[src/sv/slt_pkg.sv]
`timescale 1ns / 1ps
// ----------------------------------------------------------------------------
// Sorted list table package
// Field widths, operation codes and status codes shared by the block and
// its channel interfaces.
// ----------------------------------------------------------------------------
package slt_pkg;

    // Fixed widths of the channel fields
    localparam int KIND_W   = 3;
    localparam int KEY_W    = 32;
    localparam int STATUS_W = 3;
    localparam int POS_W    = 6;
    localparam int COUNT_W  = 7;

    typedef logic [KIND_W-1:0]   t_kind;
    typedef logic [STATUS_W-1:0] t_status;

    // Operation codes
    localparam t_kind KIND_INSERT = 3'd0;
    localparam t_kind KIND_DELETE = 3'd1;
    localparam t_kind KIND_SEARCH = 3'd2;
    localparam t_kind KIND_REWIND = 3'd3;
    localparam t_kind KIND_NEXT   = 3'd4;

    // Result status codes
    localparam t_status STATUS_OK        = 3'd0;
    localparam t_status STATUS_DUPLICATE = 3'd1;
    localparam t_status STATUS_FULL      = 3'd2;
    localparam t_status STATUS_NOT_FOUND = 3'd3;
    localparam t_status STATUS_EMPTY     = 3'd4;
    localparam t_status STATUS_AT_END    = 3'd5;

endpackage

[src/sv/slt_in_if.sv]
`timescale 1ns / 1ps
// ----------------------------------------------------------------------------
// Sorted list table command channel
// Valid/ready channel carrying one operation word: kind and key value.
// ----------------------------------------------------------------------------
interface slt_in_if;

    logic                              valid;
    logic                              ready;
    slt_pkg::t_kind                    kind;
    logic signed [slt_pkg::KEY_W-1:0]  key_value;

    modport source (output valid, output kind, output key_value, input ready);
    modport sink   (input valid, input kind, input key_value, output ready);

endinterface

[src/sv/slt_out_if.sv]
`timescale 1ns / 1ps
// ----------------------------------------------------------------------------
// Sorted list table result channel
// Valid/ready channel carrying one result word per operation.
// ----------------------------------------------------------------------------
interface slt_out_if;

    logic                                valid;
    logic                                ready;
    slt_pkg::t_status                    status;
    logic [slt_pkg::POS_W-1:0]           position;
    logic signed [slt_pkg::KEY_W-1:0]    entry_value;
    logic [slt_pkg::COUNT_W-1:0]         entry_count;

    modport source (output valid, output status, output position,
                    output entry_value, output entry_count, input ready);
    modport sink   (input valid, input status, input position,
                    input entry_value, input entry_count, output ready);

endinterface

[src/sv/sorted_list_table.sv]
`timescale 1ns / 1ps
// ----------------------------------------------------------------------------
// Sorted list table
// Keeps up to CAPACITY signed values in ascending order in a RAM and runs
// insert, delete, search, rewind and read-next operations on it with a
// small sequencer around one compare unit and one RAM read port.
// ----------------------------------------------------------------------------
//
//  Channel    Dir  Word fields                                   Handshake
//  ---------  ---  --------------------------------------------  -----------
//  i_item     in   kind, key_value                                valid/ready
//  o_result   out  status, position, entry_value, entry_count     valid/ready
//
//  One operation at a time; i_item.ready is high only while the sequencer idles.
//  Insert, delete and search scan from entry 0, a RAM read state then a compare
//  state per entry; insert then shifts the tail up and delete shifts it down,
//  a read state then a write state per moved entry. Rewind passes only through
//  the dispatch and done states; read-next adds a RAM read and a wait state
//  unless the table is empty or at the end. Each may then wait in the done state
//  for the result slot. The single read port of the entry RAM is why entries
//  are read and moved one at a time.
//  Reset clears count, iterator and result valid; RAM contents need no clearing.
//  A stalled result sits in the output register while the next word is taken.
//
module sorted_list_table #(
    parameter int CAPACITY    = 64,
    parameter int VALUE_WIDTH = 32
) (
    input  logic        i_clk,
    input  logic        i_rst_n,
    slt_in_if.sink      i_item,
    slt_out_if.source   o_result
);

    localparam int AW = $clog2(CAPACITY);
    localparam int CW = $clog2(CAPACITY + 1);

    typedef enum logic [3:0] {
        ST_IDLE,
        ST_DISP,
        ST_SCAN_RD,
        ST_SCAN_CMP,
        ST_SCAN_END,
        ST_INS_RD,
        ST_INS_WR,
        ST_DEL_RD,
        ST_DEL_WR,
        ST_NEXT_RD,
        ST_NEXT_WAIT,
        ST_DONE
    } t_state;

    t_state                       r_state,  n_state;
    slt_pkg::t_kind               r_kind,   n_kind;
    logic [VALUE_WIDTH-1:0]       r_key,    n_key;
    logic [CW-1:0]                r_idx,    n_idx;
    logic                         r_hit,    n_hit;
    logic [CW-1:0]                r_j,      n_j;
    logic [CW-1:0]                r_count,  n_count;
    logic [CW-1:0]                r_iter,   n_iter;
    slt_pkg::t_status             r_status, n_status;
    logic [CW-1:0]                r_pos,    n_pos;
    logic [VALUE_WIDTH-1:0]       r_val,    n_val;

    logic                         r_ovalid,  n_ovalid;
    slt_pkg::t_status             r_ostatus, n_ostatus;
    logic [slt_pkg::POS_W-1:0]    r_opos,    n_opos;
    logic [slt_pkg::KEY_W-1:0]    r_oval,    n_oval;
    logic [slt_pkg::COUNT_W-1:0]  r_ocount,  n_ocount;

    logic [VALUE_WIDTH-1:0]       w_key_in;
    logic [slt_pkg::KEY_W-1:0]    w_val_out;
    logic                         w_we;
    logic [AW-1:0]                w_waddr;
    logic [VALUE_WIDTH-1:0]       w_wdata;
    logic [AW-1:0]                w_raddr;
    logic [VALUE_WIDTH-1:0]       w_rdata;
    logic [CW-1:0]                w_j_inc;
    logic [CW-1:0]                w_j_dec;

    // Bring the key to storage width and the read value back to word width
    generate
        if (VALUE_WIDTH <= slt_pkg::KEY_W) begin : g_key_narrow
            assign w_key_in = i_item.key_value[VALUE_WIDTH-1:0];
        end else begin : g_key_wide
            assign w_key_in = {{(VALUE_WIDTH - slt_pkg::KEY_W){1'b0}}, i_item.key_value};
        end
        if (VALUE_WIDTH >= slt_pkg::KEY_W) begin : g_val_wide
            assign w_val_out = r_val[slt_pkg::KEY_W-1:0];
        end else begin : g_val_narrow
            assign w_val_out = {{(slt_pkg::KEY_W - VALUE_WIDTH){r_val[VALUE_WIDTH-1]}}, r_val};
        end
    endgenerate

    assign w_j_inc = r_j + CW'(1);
    assign w_j_dec = r_j - CW'(1);

    // Entry storage
    slt_ram #(
        .WIDTH (VALUE_WIDTH),
        .DEPTH (CAPACITY)
    ) u_ram (
        .i_clk   (i_clk),
        .i_we    (w_we),
        .i_waddr (w_waddr),
        .i_wdata (w_wdata),
        .i_raddr (w_raddr),
        .o_rdata (w_rdata)
    );

    // Sequencer next state
    always_comb begin
        n_state   = r_state;
        n_kind    = r_kind;
        n_key     = r_key;
        n_idx     = r_idx;
        n_hit     = r_hit;
        n_j       = r_j;
        n_count   = r_count;
        n_iter    = r_iter;
        n_status  = r_status;
        n_pos     = r_pos;
        n_val     = r_val;
        n_ovalid  = r_ovalid;
        n_ostatus = r_ostatus;
        n_opos    = r_opos;
        n_oval    = r_oval;
        n_ocount  = r_ocount;
        w_we      = 1'b0;
        w_waddr   = '0;
        w_wdata   = r_key;
        w_raddr   = '0;

        // Drop the result word once taken
        if (r_ovalid && o_result.ready) begin
            n_ovalid = 1'b0;
        end

        unique case (r_state)
            ST_IDLE: begin
                if (i_item.valid) begin
                    n_kind  = i_item.kind;
                    n_key   = w_key_in;
                    n_state = ST_DISP;
                end
            end
            ST_DISP: begin
                n_status = slt_pkg::STATUS_OK;
                n_pos    = '0;
                n_val    = '0;
                n_idx    = '0;
                n_state  = ST_DONE;
                case (r_kind) inside
                    slt_pkg::KIND_INSERT, slt_pkg::KIND_DELETE, slt_pkg::KIND_SEARCH: begin
                        n_state = ST_SCAN_RD;
                    end
                    slt_pkg::KIND_REWIND: begin
                        n_iter = '0;
                    end
                    slt_pkg::KIND_NEXT: begin
                        if (r_count == '0) begin
                            n_status = slt_pkg::STATUS_EMPTY;
                        end else if (r_iter >= r_count) begin
                            n_status = slt_pkg::STATUS_AT_END;
                        end else begin
                            n_state = ST_NEXT_RD;
                        end
                    end
                    default: begin
                    end
                endcase
            end
            ST_SCAN_RD: begin
                if (r_idx >= r_count) begin
                    n_hit   = 1'b0;
                    n_state = ST_SCAN_END;
                end else begin
                    w_raddr = r_idx[AW-1:0];
                    n_state = ST_SCAN_CMP;
                end
            end
            ST_SCAN_CMP: begin
                // Advance past smaller entries, stop at the first not smaller
                if ($signed(w_rdata) < $signed(r_key)) begin
                    n_idx   = r_idx + CW'(1);
                    n_state = ST_SCAN_RD;
                end else begin
                    n_hit   = (w_rdata == r_key);
                    n_state = ST_SCAN_END;
                end
            end
            ST_SCAN_END: begin
                n_state = ST_DONE;
                case (r_kind)
                    slt_pkg::KIND_INSERT: begin
                        if (r_hit) begin
                            n_status = slt_pkg::STATUS_DUPLICATE;
                            n_pos    = r_idx;
                        end else if (r_count == CW'(CAPACITY)) begin
                            n_status = slt_pkg::STATUS_FULL;
                        end else begin
                            n_j     = r_count;
                            n_pos   = r_idx;
                            n_state = ST_INS_RD;
                        end
                    end
                    slt_pkg::KIND_DELETE: begin
                        if (!r_hit) begin
                            n_status = slt_pkg::STATUS_NOT_FOUND;
                        end else begin
                            n_j     = r_idx;
                            n_pos   = r_idx;
                            n_state = ST_DEL_RD;
                        end
                    end
                    default: begin
                        if (r_hit) begin
                            n_pos = r_idx;
                        end else begin
                            n_status = slt_pkg::STATUS_NOT_FOUND;
                        end
                    end
                endcase
            end
            ST_INS_RD: begin
                // Shift the tail up one slot, then drop the key into the gap
                if (r_j == r_idx) begin
                    w_we    = 1'b1;
                    w_waddr = r_idx[AW-1:0];
                    w_wdata = r_key;
                    n_count = r_count + CW'(1);
                    n_state = ST_DONE;
                end else begin
                    w_raddr = w_j_dec[AW-1:0];
                    n_state = ST_INS_WR;
                end
            end
            ST_INS_WR: begin
                w_we    = 1'b1;
                w_waddr = r_j[AW-1:0];
                w_wdata = w_rdata;
                n_j     = w_j_dec;
                n_state = ST_INS_RD;
            end
            ST_DEL_RD: begin
                // Close the gap by moving the tail down one slot
                if (w_j_inc >= r_count) begin
                    n_count = r_count - CW'(1);
                    n_state = ST_DONE;
                end else begin
                    w_raddr = w_j_inc[AW-1:0];
                    n_state = ST_DEL_WR;
                end
            end
            ST_DEL_WR: begin
                w_we    = 1'b1;
                w_waddr = r_j[AW-1:0];
                w_wdata = w_rdata;
                n_j     = w_j_inc;
                n_state = ST_DEL_RD;
            end
            ST_NEXT_RD: begin
                w_raddr = r_iter[AW-1:0];
                n_state = ST_NEXT_WAIT;
            end
            ST_NEXT_WAIT: begin
                n_pos   = r_iter;
                n_val   = w_rdata;
                n_iter  = r_iter + CW'(1);
                n_state = ST_DONE;
            end
            ST_DONE: begin
                // Hold until the result slot is free, then load it
                if (!r_ovalid || o_result.ready) begin
                    n_ovalid  = 1'b1;
                    n_ostatus = r_status;
                    n_opos    = slt_pkg::POS_W'(r_pos);
                    n_oval    = w_val_out;
                    n_ocount  = slt_pkg::COUNT_W'(r_count);
                    n_state   = ST_IDLE;
                end
            end
            default: begin
                n_state = ST_IDLE;
            end
        endcase
    end

    // State and registered outputs
    always_ff @(posedge i_clk) begin
        if (!i_rst_n) begin
            r_state  <= ST_IDLE;
            r_count  <= '0;
            r_iter   <= '0;
            r_ovalid <= 1'b0;
        end else begin
            r_state   <= n_state;
            r_count   <= n_count;
            r_iter    <= n_iter;
            r_ovalid  <= n_ovalid;
            r_kind    <= n_kind;
            r_key     <= n_key;
            r_idx     <= n_idx;
            r_hit     <= n_hit;
            r_j       <= n_j;
            r_status  <= n_status;
            r_pos     <= n_pos;
            r_val     <= n_val;
            r_ostatus <= n_ostatus;
            r_opos    <= n_opos;
            r_oval    <= n_oval;
            r_ocount  <= n_ocount;
        end
    end

    assign i_item.ready         = (r_state == ST_IDLE);
    assign o_result.valid       = r_ovalid;
    assign o_result.status      = r_ostatus;
    assign o_result.position    = r_opos;
    assign o_result.entry_value = r_oval;
    assign o_result.entry_count = r_ocount;

`ifndef SYNTHESIS
    a_count_bound: assert property (@(posedge i_clk) disable iff (!i_rst_n)
        r_count <= CW'(CAPACITY))
        else $error("entry count above capacity");

    a_count_change: assert property (@(posedge i_clk) disable iff (!i_rst_n)
        !$stable(r_count) |-> ($past(r_state) == ST_INS_RD || $past(r_state) == ST_DEL_RD))
        else $error("entry count changed outside a shift");

    a_write_state: assert property (@(posedge i_clk) disable iff (!i_rst_n)
        w_we |-> (r_state == ST_INS_RD || r_state == ST_INS_WR || r_state == ST_DEL_WR))
        else $error("RAM written outside a shift");

    a_result_load: assert property (@(posedge i_clk) disable iff (!i_rst_n)
        $rose(r_ovalid) |-> ($past(r_state) == ST_DONE))
        else $error("result loaded outside done state");

    a_iter_step: assert property (@(posedge i_clk) disable iff (!i_rst_n)
        (r_state == ST_NEXT_WAIT) |=> (r_iter == $past(r_iter) + CW'(1)))
        else $error("iterator did not advance after read");
`endif

endmodule

[src/sv/slt_ram.sv]
`timescale 1ns / 1ps
// ----------------------------------------------------------------------------
// Sorted list table RAM
// Generic simple dual-port RAM: one write port, one read port, registered
// read data.
// ----------------------------------------------------------------------------
module slt_ram #(
    parameter int WIDTH = 32,
    parameter int DEPTH = 64
) (
    input  logic                     i_clk,
    input  logic                     i_we,
    input  logic [$clog2(DEPTH)-1:0] i_waddr,
    input  logic [WIDTH-1:0]         i_wdata,
    input  logic [$clog2(DEPTH)-1:0] i_raddr,
    output logic [WIDTH-1:0]         o_rdata
);

    logic [WIDTH-1:0] r_mem [DEPTH];
    logic [WIDTH-1:0] r_rdata;

    // Write port and registered read port
    always_ff @(posedge i_clk) begin
        if (i_we) begin
            r_mem[i_waddr] <= i_wdata;
        end
        r_rdata <= r_mem[i_raddr];
    end

    assign o_rdata = r_rdata;

endmodule

[src/flat_wrapper.sv]
// flat-port wrapper written by rule: the top's interface ports become plain ports
module sorted_list_table_flat 
#(
    parameter int CAPACITY    = 64,
    parameter int VALUE_WIDTH = 32
)
  (i_clk, i_rst_n, i_item_valid, i_item_kind, i_item_key_value, i_item_ready, o_result_valid, o_result_status, o_result_position, o_result_entry_value, o_result_entry_count, o_result_ready);
  slt_in_if i_item_i ();
  slt_out_if o_result_i ();
  input  logic i_clk;
  input  logic i_rst_n;
  input wire logic [$bits(i_item_i.valid)-1:0] i_item_valid;
  input wire logic [$bits(i_item_i.kind)-1:0] i_item_kind;
  input wire logic [$bits(i_item_i.key_value)-1:0] i_item_key_value;
  output wire logic [$bits(i_item_i.ready)-1:0] i_item_ready;
  output wire logic [$bits(o_result_i.valid)-1:0] o_result_valid;
  output wire logic [$bits(o_result_i.status)-1:0] o_result_status;
  output wire logic [$bits(o_result_i.position)-1:0] o_result_position;
  output wire logic [$bits(o_result_i.entry_value)-1:0] o_result_entry_value;
  output wire logic [$bits(o_result_i.entry_count)-1:0] o_result_entry_count;
  input wire logic [$bits(o_result_i.ready)-1:0] o_result_ready;
  assign i_item_i.valid = i_item_valid;
  assign i_item_i.kind = i_item_kind;
  assign i_item_i.key_value = i_item_key_value;
  assign i_item_ready = i_item_i.ready;
  assign o_result_valid = o_result_i.valid;
  assign o_result_status = o_result_i.status;
  assign o_result_position = o_result_i.position;
  assign o_result_entry_value = o_result_i.entry_value;
  assign o_result_entry_count = o_result_i.entry_count;
  assign o_result_i.ready = o_result_ready;
  sorted_list_table #(.CAPACITY(CAPACITY), .VALUE_WIDTH(VALUE_WIDTH)) u_core (.i_clk(i_clk), .i_rst_n(i_rst_n), .i_item(i_item_i), .o_result(o_result_i));
endmodule
[config.mk]
export PLATFORM = sky130hd
export DESIGN_NAME = sorted_list_table_flat
export DESIGN_NICKNAME = d
export VERILOG_FILES = /design/src/sv/slt_pkg.sv /design/src/sv/slt_in_if.sv /design/src/sv/slt_out_if.sv /design/src/sv/sorted_list_table.sv /design/src/sv/slt_ram.sv /design/src/flat_wrapper.sv
export SDC_FILE = /design/constraint.sdc
export NUM_CORES = 2
export LEC_CHECK = 0
export ABC_AREA = 1
export BUFFER_PORTS_ARGS = -buffer_cell sky130_fd_sc_hd__buf_2
export CELL_PAD_IN_SITES_DETAIL_PLACEMENT = 0
export CELL_PAD_IN_SITES_GLOBAL_PLACEMENT = 1
export CORE_MARGIN = 4
export CORE_UTILIZATION = 50
export CTS_CLUSTER_DIAMETER = 60
export DETAILED_ROUTE_END_ITERATION = 6
export HOLD_SLACK_MARGIN = 0.1
export PLACE_DENSITY_LB_ADDON = 0.1
export SLEW_MARGIN = 20
export SYNTH_ARGS = -nofsm -noshare
export SYNTH_HDL_FRONTEND = slang
export SYNTH_SLANG_ARGS = --single-unit
[constraint.sdc]
create_clock -name i_clk -period 9.23 [get_ports i_clk]
set_input_delay 1.3845 -clock i_clk [delete_from_list [all_inputs] [get_ports i_clk]]
set_output_delay 1.3845 -clock i_clk [all_outputs]
set_load 0.05 [all_outputs]
## Yosys cells after proc, flatten, opt, wreduce, memory -nomap -nowiden

Memories as Yosys holds them, arrays and structs flattened. A register that Yosys moved wholly into a read port is not among the register bits.
Index checks and enable logic that the tools add are counted.

- Bits in registers: 158
- Memories kept: 1
- Output and inout bits: 50
- Word-level logic and storage cells: 149
- Input bits: 39
- Memory bits (writable): 2,048

- Order comparisons: 4
- Add/sub/neg operators: 6
- Reductions and logical operators: 26
- Equal/unequal tests: 35
- Multiplexer cells: 61

Memories:

| name | words | width | read ports | clocked after Yosys merged registers in | wr ports | RTL line | text |
|---|---|---|---|---|---|---|---|
| u_core.u_ram.r_mem | 64 | 32 | 1 | 1 | 1 | slt_ram.sv:19 | `logic [WIDTH-1:0] r_mem [DEPTH];` |

Operators by type and width:

| kind | count |
|---|---|
| case mux 32 bit (2 select lines) | 1 |
| 2-to-1 mux 7 bit | 8 |
| case mux 7 bit (2 select lines) | 4 |
| case mux 4 bit (12 select lines) | 1 |
| 2-to-1 mux 6 bit | 7 |
| 2-to-1 mux 4 bit | 10 |
| 2-to-1 mux 3 bit | 11 |
| equality test 32 bit | 1 |
| < comparator 32 bit | 1 |
| 2-to-1 mux 32 bit | 1 |
| adder 7 x 1 -> 7 bit, second input constant | 4 |
| case mux 6 bit (4 select lines) | 1 |
| >= comparator 7 bit | 3 |
| case mux 7 bit (3 select lines) | 1 |
| case mux 6 bit (3 select lines) | 1 |
| equality test 4 x 3 -> 1 bit, second input constant | 4 |
| equality test 4 bit, second input constant | 4 |
| AND reduction 3 bit | 5 |
| subtractor 7 x 1 -> 7 bit, second input constant | 2 |
| != test 2 x 1 -> 1 bit, second input constant | 6 |
| case mux 6 bit (2 select lines) | 1 |
| AND reduction 4 bit | 3 |
| nonzero test 2 bit | 5 |
| != test 3 bit, second input constant | 3 |
| 27 further kinds | 44 |

## Logic depth before layout (Yosys ltp)

- Depth in word-level cells: 7
- Mapped depth: 23

## Cells and area by module

A second synthesis with hierarchy kept.

- Cells, all modules: 7,634
- Area total of the unflattened synthesis: 91,093.6 sq um

Modules (own cells, without submodules):

| module | sequential area each (sq um) | area each (sq um) | cells each | times used |
|---|---|---|---|---|
| slt_ram | 62,139.6 | 82,735.6 | 6,770 | 1 |
| sorted_list_table | 4,554.4 | 8,358.0 | 864 | 1 |

## Worst setup path before layout

No wires, ideal clock.

- Path kind: input to register
- From: in i_rst_n
- To: reg u_core.r_ocount (netlist bit u_core.o_result.entry_count[0]), enable pin
- Buffers on the path: 1
- Stages on the path: 3
- Library setup time: 0.573 ns
- Arrival: 6.272 ns
- Required time: 8.657 ns
- Setup slack: 2.385 ns
- Path through: inv_1 -> clkbuf_1 -> nor4_1

- Longest elaborated chain between the ends: 1

RTL lines:

| item | RTL line | text |
|---|---|---|
| from (decl) | flat_wrapper.sv:11 | `input logic i_rst_n;` |
| AND reduction 3 bit (no line) | -- |  |
| to (signal assigned) | sorted_list_table.sv:312 | `r_ocount <= n_ocount;` |
| to (decl) | sorted_list_table.sv:69 | `logic [slt_pkg::COUNT_W-1:0] r_ocount, n_ocount;` |

No other way between the ends.
A chain may end at the register's enable or synchronous reset.

## Worst setup path after layout

- From: reg u_core.r_j[0]
- To: reg u_core.u_ram.r_rdata[12], in the netlist u_core.u_ram.o_rdata[12] (read register of u_core.u_ram.r_mem)

- Longest elaborated chain between the ends: 4

RTL lines:

| item | RTL line | text |
|---|---|---|
| from (decl) | sorted_list_table.sv:58 | `logic [CW-1:0] r_j, n_j;` |
| from (signal assigned) | sorted_list_table.sv:305 | `r_j <= n_j;` |
| adder 7 x 1 -> 7 bit | sorted_list_table.sv:95 | `assign w_j_inc = r_j + CW'(1);` |
| >= comparator 7 bit | sorted_list_table.sv:247 | `if (w_j_inc >= r_count) begin` |
| 2-to-1 mux 6 bit | sorted_list_table.sv:247 |  |
| case mux 6 bit (4 select lines) (*) | sorted_list_table.sv:139 | `unique case (r_state)` |
| to (decl) | slt_ram.sv:20 | `logic [WIDTH-1:0] r_rdata;` |

Every way passes the cells marked *; elsewhere a longest branch is shown, timed or not.

==> impl_metrics.tcl <==
set metrics [dict create \
    outcome "completed" \
    vias_per_cell 5.78 \
    netlist_top_cells_count "edfxtp_1, nand3_1, inv_1" \
    grt-ovfl-total 0 \
    clk_latency_ns 0.89 \
    rows 162 \
    route.met2.wl_um 143000 \
    n_fill_cell 16531 \
    dp_hpwl_um 160000 \
    yosysWarnings 0 \
    cap_violations 0 \
    yosys_most_used_dff "edfxtp_1" \
    root_buffer "clkbuf_16" \
    io_pins 89 \
    start_util 0.505 \
    total_power_mw 27.0 \
    synth_edf_count 2187 \
    utilization 0.562 \
    path_class "reg -> reg" \
    ys_types 47 \
    cts_post_setup_buffers_inserted 0 \
    grt_max_degree 173 \
    drt_first_pass_iters 7 \
    htreeDepth 4 \
    fmax_mhz 163 \
    antenna_found_initial 17 \
    routed_wl_um 311000 \
    p_leak_nw 41.6 \
    worst_setup_path_end_kind "flop" \
    cts_resized 0 \
    met1_length_um 130000 \
    worst_clock_skew_ns 0.0426 \
    synthDominantCellAreaShare 0.665 \
    hold_viol_final 0 \
    setup_tns_ns 0 \
    gp_congestion 0.857 \
    async_reset_ff_frac 0 \
    slew_headroom 0.185 \
    critical_path_buf_inv_count 3 \
    drt_iter0_drc 8024 \
    period_share 0.664 \
    grt_first_pass_wirelength_um 449000 \
    drv_slew 0 \
    nets 8885 \
    ys_seq_area_frac 0.675 \
    rsz0062_at_grt "false" \
    synth_compound_area_frac 0.0107 \
    top_layer "met5" \
    finalSetupViolations 0 \
    cpPeakStageDelay_ns 0.58 \
    postSynthAreaPerCell_um2 11.2 \
    fp.dieW_um 453 \
    dr_wl_met3_um 26700 \
    yosys.area_share.simple 0.226 \
    ir_drop_uv 223 \
    period_needed_ns 6.13 \
    portBuffers 88 \
    ys_top_cells_by_area "edfxtp_1, nand3_1, nand3b_1" \
    syn_inst 8854 \
    post-synth-top-count-cell "edfxtp_1" \
    cts-buffers-inserted 236 \
    hold_path.class "reg -> reg" \
    cp_slowest_cell "nand2_8" \
    worstPathRequired_ns 9.95 \
    synthAdderAreaFrac 0.00805 \
    synthXorXnorAreaFrac 0.00142 \
    drcViolationCount 0 \
    wire_per_inst_um 26.8 \
    cp_cell_sequence "inv_1 -> ha_1 -> ha_1 -> nand2_1 -> o21ai_0 -> nand2_1 -> nand3_2 -> nand2_2 -> nand2_8 -> buf_12 -> buf_12 -> nand3_1 -> nand3_1 -> nand3_1 -> nand3_1 -> nand3_1 -> nand3_1 -> nand2_1" \
    syn_area_mm2 0.0988 \
    tritoncts "built" \
    area_growth_pct 11.4 \
    drive_gt1_frac 0.0789 \
    die_h_um 453 \
    synth_seq_cells 2238 \
    dieArea_mm2 0.205 \
    tightestPinTransition_ns 1.22 \
    worstPathMaxFanout 168 \
    clock_path_buffers 3 \
    vias 67187 \
    path_common_cell "nand3_1" \
    core_mm2 0.196 \
    cts_hold_buf 0 \
    synthMuxAreaShare 0 \
    synth_top_family_by_area "simple AND/OR/NAND/NOR gates" \
    critPathArrivalTime_ns 6.85 \
    p_per_area_mw_per_mm2 245 \
    grt_pass1_vias 63186 \
    syn_nets 8956 \
    ant_nets 0 \
    grt_use_total 0.299 \
    worst_setup_path_start_kind "flop" \
    clk_pin_slew_ns 0.06 \
    cts.sinks 2238 \
    synth_top_area_cell "edfxtp_1" \
    crit_family "simple AND/OR/NAND/NOR gates" \
]
==> state kept, by name (all words and copies together), names as in the netlist, 6 cells and up <==
| name | flops |
|---|---|
| u_core.r_count | 7 |
| u_core.r_key | 32 |
| u_core.r_j | 7 |
| u_core.u_ram.r_mem | 2048 |
| u_core.o_result.entry_count | 7 |
| u_core.r_pos | 6 |
| u_core.r_idx | 7 |
| u_core.o_result.entry_value | 32 |
| u_core.o_result.position | 6 |
| u_core.r_iter | 7 |
| u_core.r_val | 32 |
| u_core.u_ram.o_rdata | 32 |
==> report_power, final <==
group | internal (mW) | total, mW | switching (mW)
Combinational | 1.03 | 4.97 | 3.94
Clock | 5.26 | 9.30 | 4.04
Sequential | 12.5 | 12.7 | 0.260
Total | 18.7 | 27.0 | 8.25
==> cell families (layout without fill, tap and decap cells) <==
family                   count (synthesis)  count (layout)
AO/OA/AOI/OAI                          193             193
other                                    0               2
buffers and inverters                 1941            2081
flip-flops                            2238            2238
XOR/XNOR                                16              16
AND/OR/NAND/NOR                       4403            4403
adder cells (fa/ha/maj)                 63              63
==> final timing paths <==
| path | endpoint | slack, ns | from | cells past startpoint |
|---|---|---|---|---|
| worst min-delay path | u_core.o_result.entry_value[18] | 0.41 | u_core.r_val[18] | 0 |
| worst max-delay path | u_core.u_ram.o_rdata[12] | 3.10 | u_core.r_j[0] | 18 |
| worst min register to register | u_core.o_result.entry_value[18] | 0.41 | u_core.r_val[18] | 0 |
| worst max register to register | u_core.u_ram.o_rdata[12] | 3.10 | u_core.r_j[0] | 18 |
==> through the flow <==
step,setup slack (ns),area (um2),hold WS (ns),std cells
3_5_place_dp,3.22,102000,0.405,11167
3_3_place_gp,3.28,102000,0.400,11166
4_1_cts,3.23,110000,0.418,11616
2_1_floorplan,2.39,98800,0.400,8854
6_report,3.10,110000,0.414,11620
5_1_grt,2.77,110000,0.419,11619
==> worst reg2reg max path: stages, from the launching register on <==
cell and delay, ns:
edfxtp_1 0.50, inv_1 0.29, ha_1 0.34, ha_1 0.30
nand2_1 0.05, o21ai_0 0.21, nand2_1 0.12, nand3_2 0.16
nand2_2 0.13, nand2_8 0.58, buf_12 0.67, buf_12 0.92
nand3_1 0.44, nand3_1 0.14, nand3_1 0.10, nand3_1 0.14
nand3_1 0.25, nand3_1 0.45, nand2_1 0.22
==> routing by layer <==
layer | track usage | vias up
li1 | - | 30327
met3 | 0.0481 | 487
met2 | 0.469 | 3057
met4 | 0.101 | 8
met5 | 0 | -
met1 | 0.427 | 33308
==> cell type report <==
type | instances | area [um2] | area share
Clock inverter | 126 | 1150 | 0.0104
Sequential cell | 2238 | 66700 | 0.606
Antenna cell | 2 | 5.00 | 0.0000455
Timing Repair Buffer | 254 | 2030 | 0.0185
Clock buffer | 323 | 6420 | 0.0584
Tap cell | 2624 | 3280 | 0.0298
Multi-Input combinational cell | 4675 | 25300 | 0.230
Inverter | 1378 | 5190 | 0.0472
==> layout by cell type (no fill, tap or decap), types with 62 or more instances in the layout <==
cell type | Yosys | layout
nor2_4 | 1 | 70
buf_4 | 7 | 140
inv_1 | 1368 | 1366
nand2_1 | 1251 | 1251
clkbuf_1 | 163 | 68
edfxtp_1 | 2187 | 2187
nand3_1 | 2133 | 2133
o21ai_0 | 100 | 68
ha_1 | 62 | 62
buf_2 | 339 | 88
clkbuf_16 | 0 | 236
nand3b_1 | 800 | 800
nor2_1 | 167 | 100
Power figures use the tool's default switching activity.
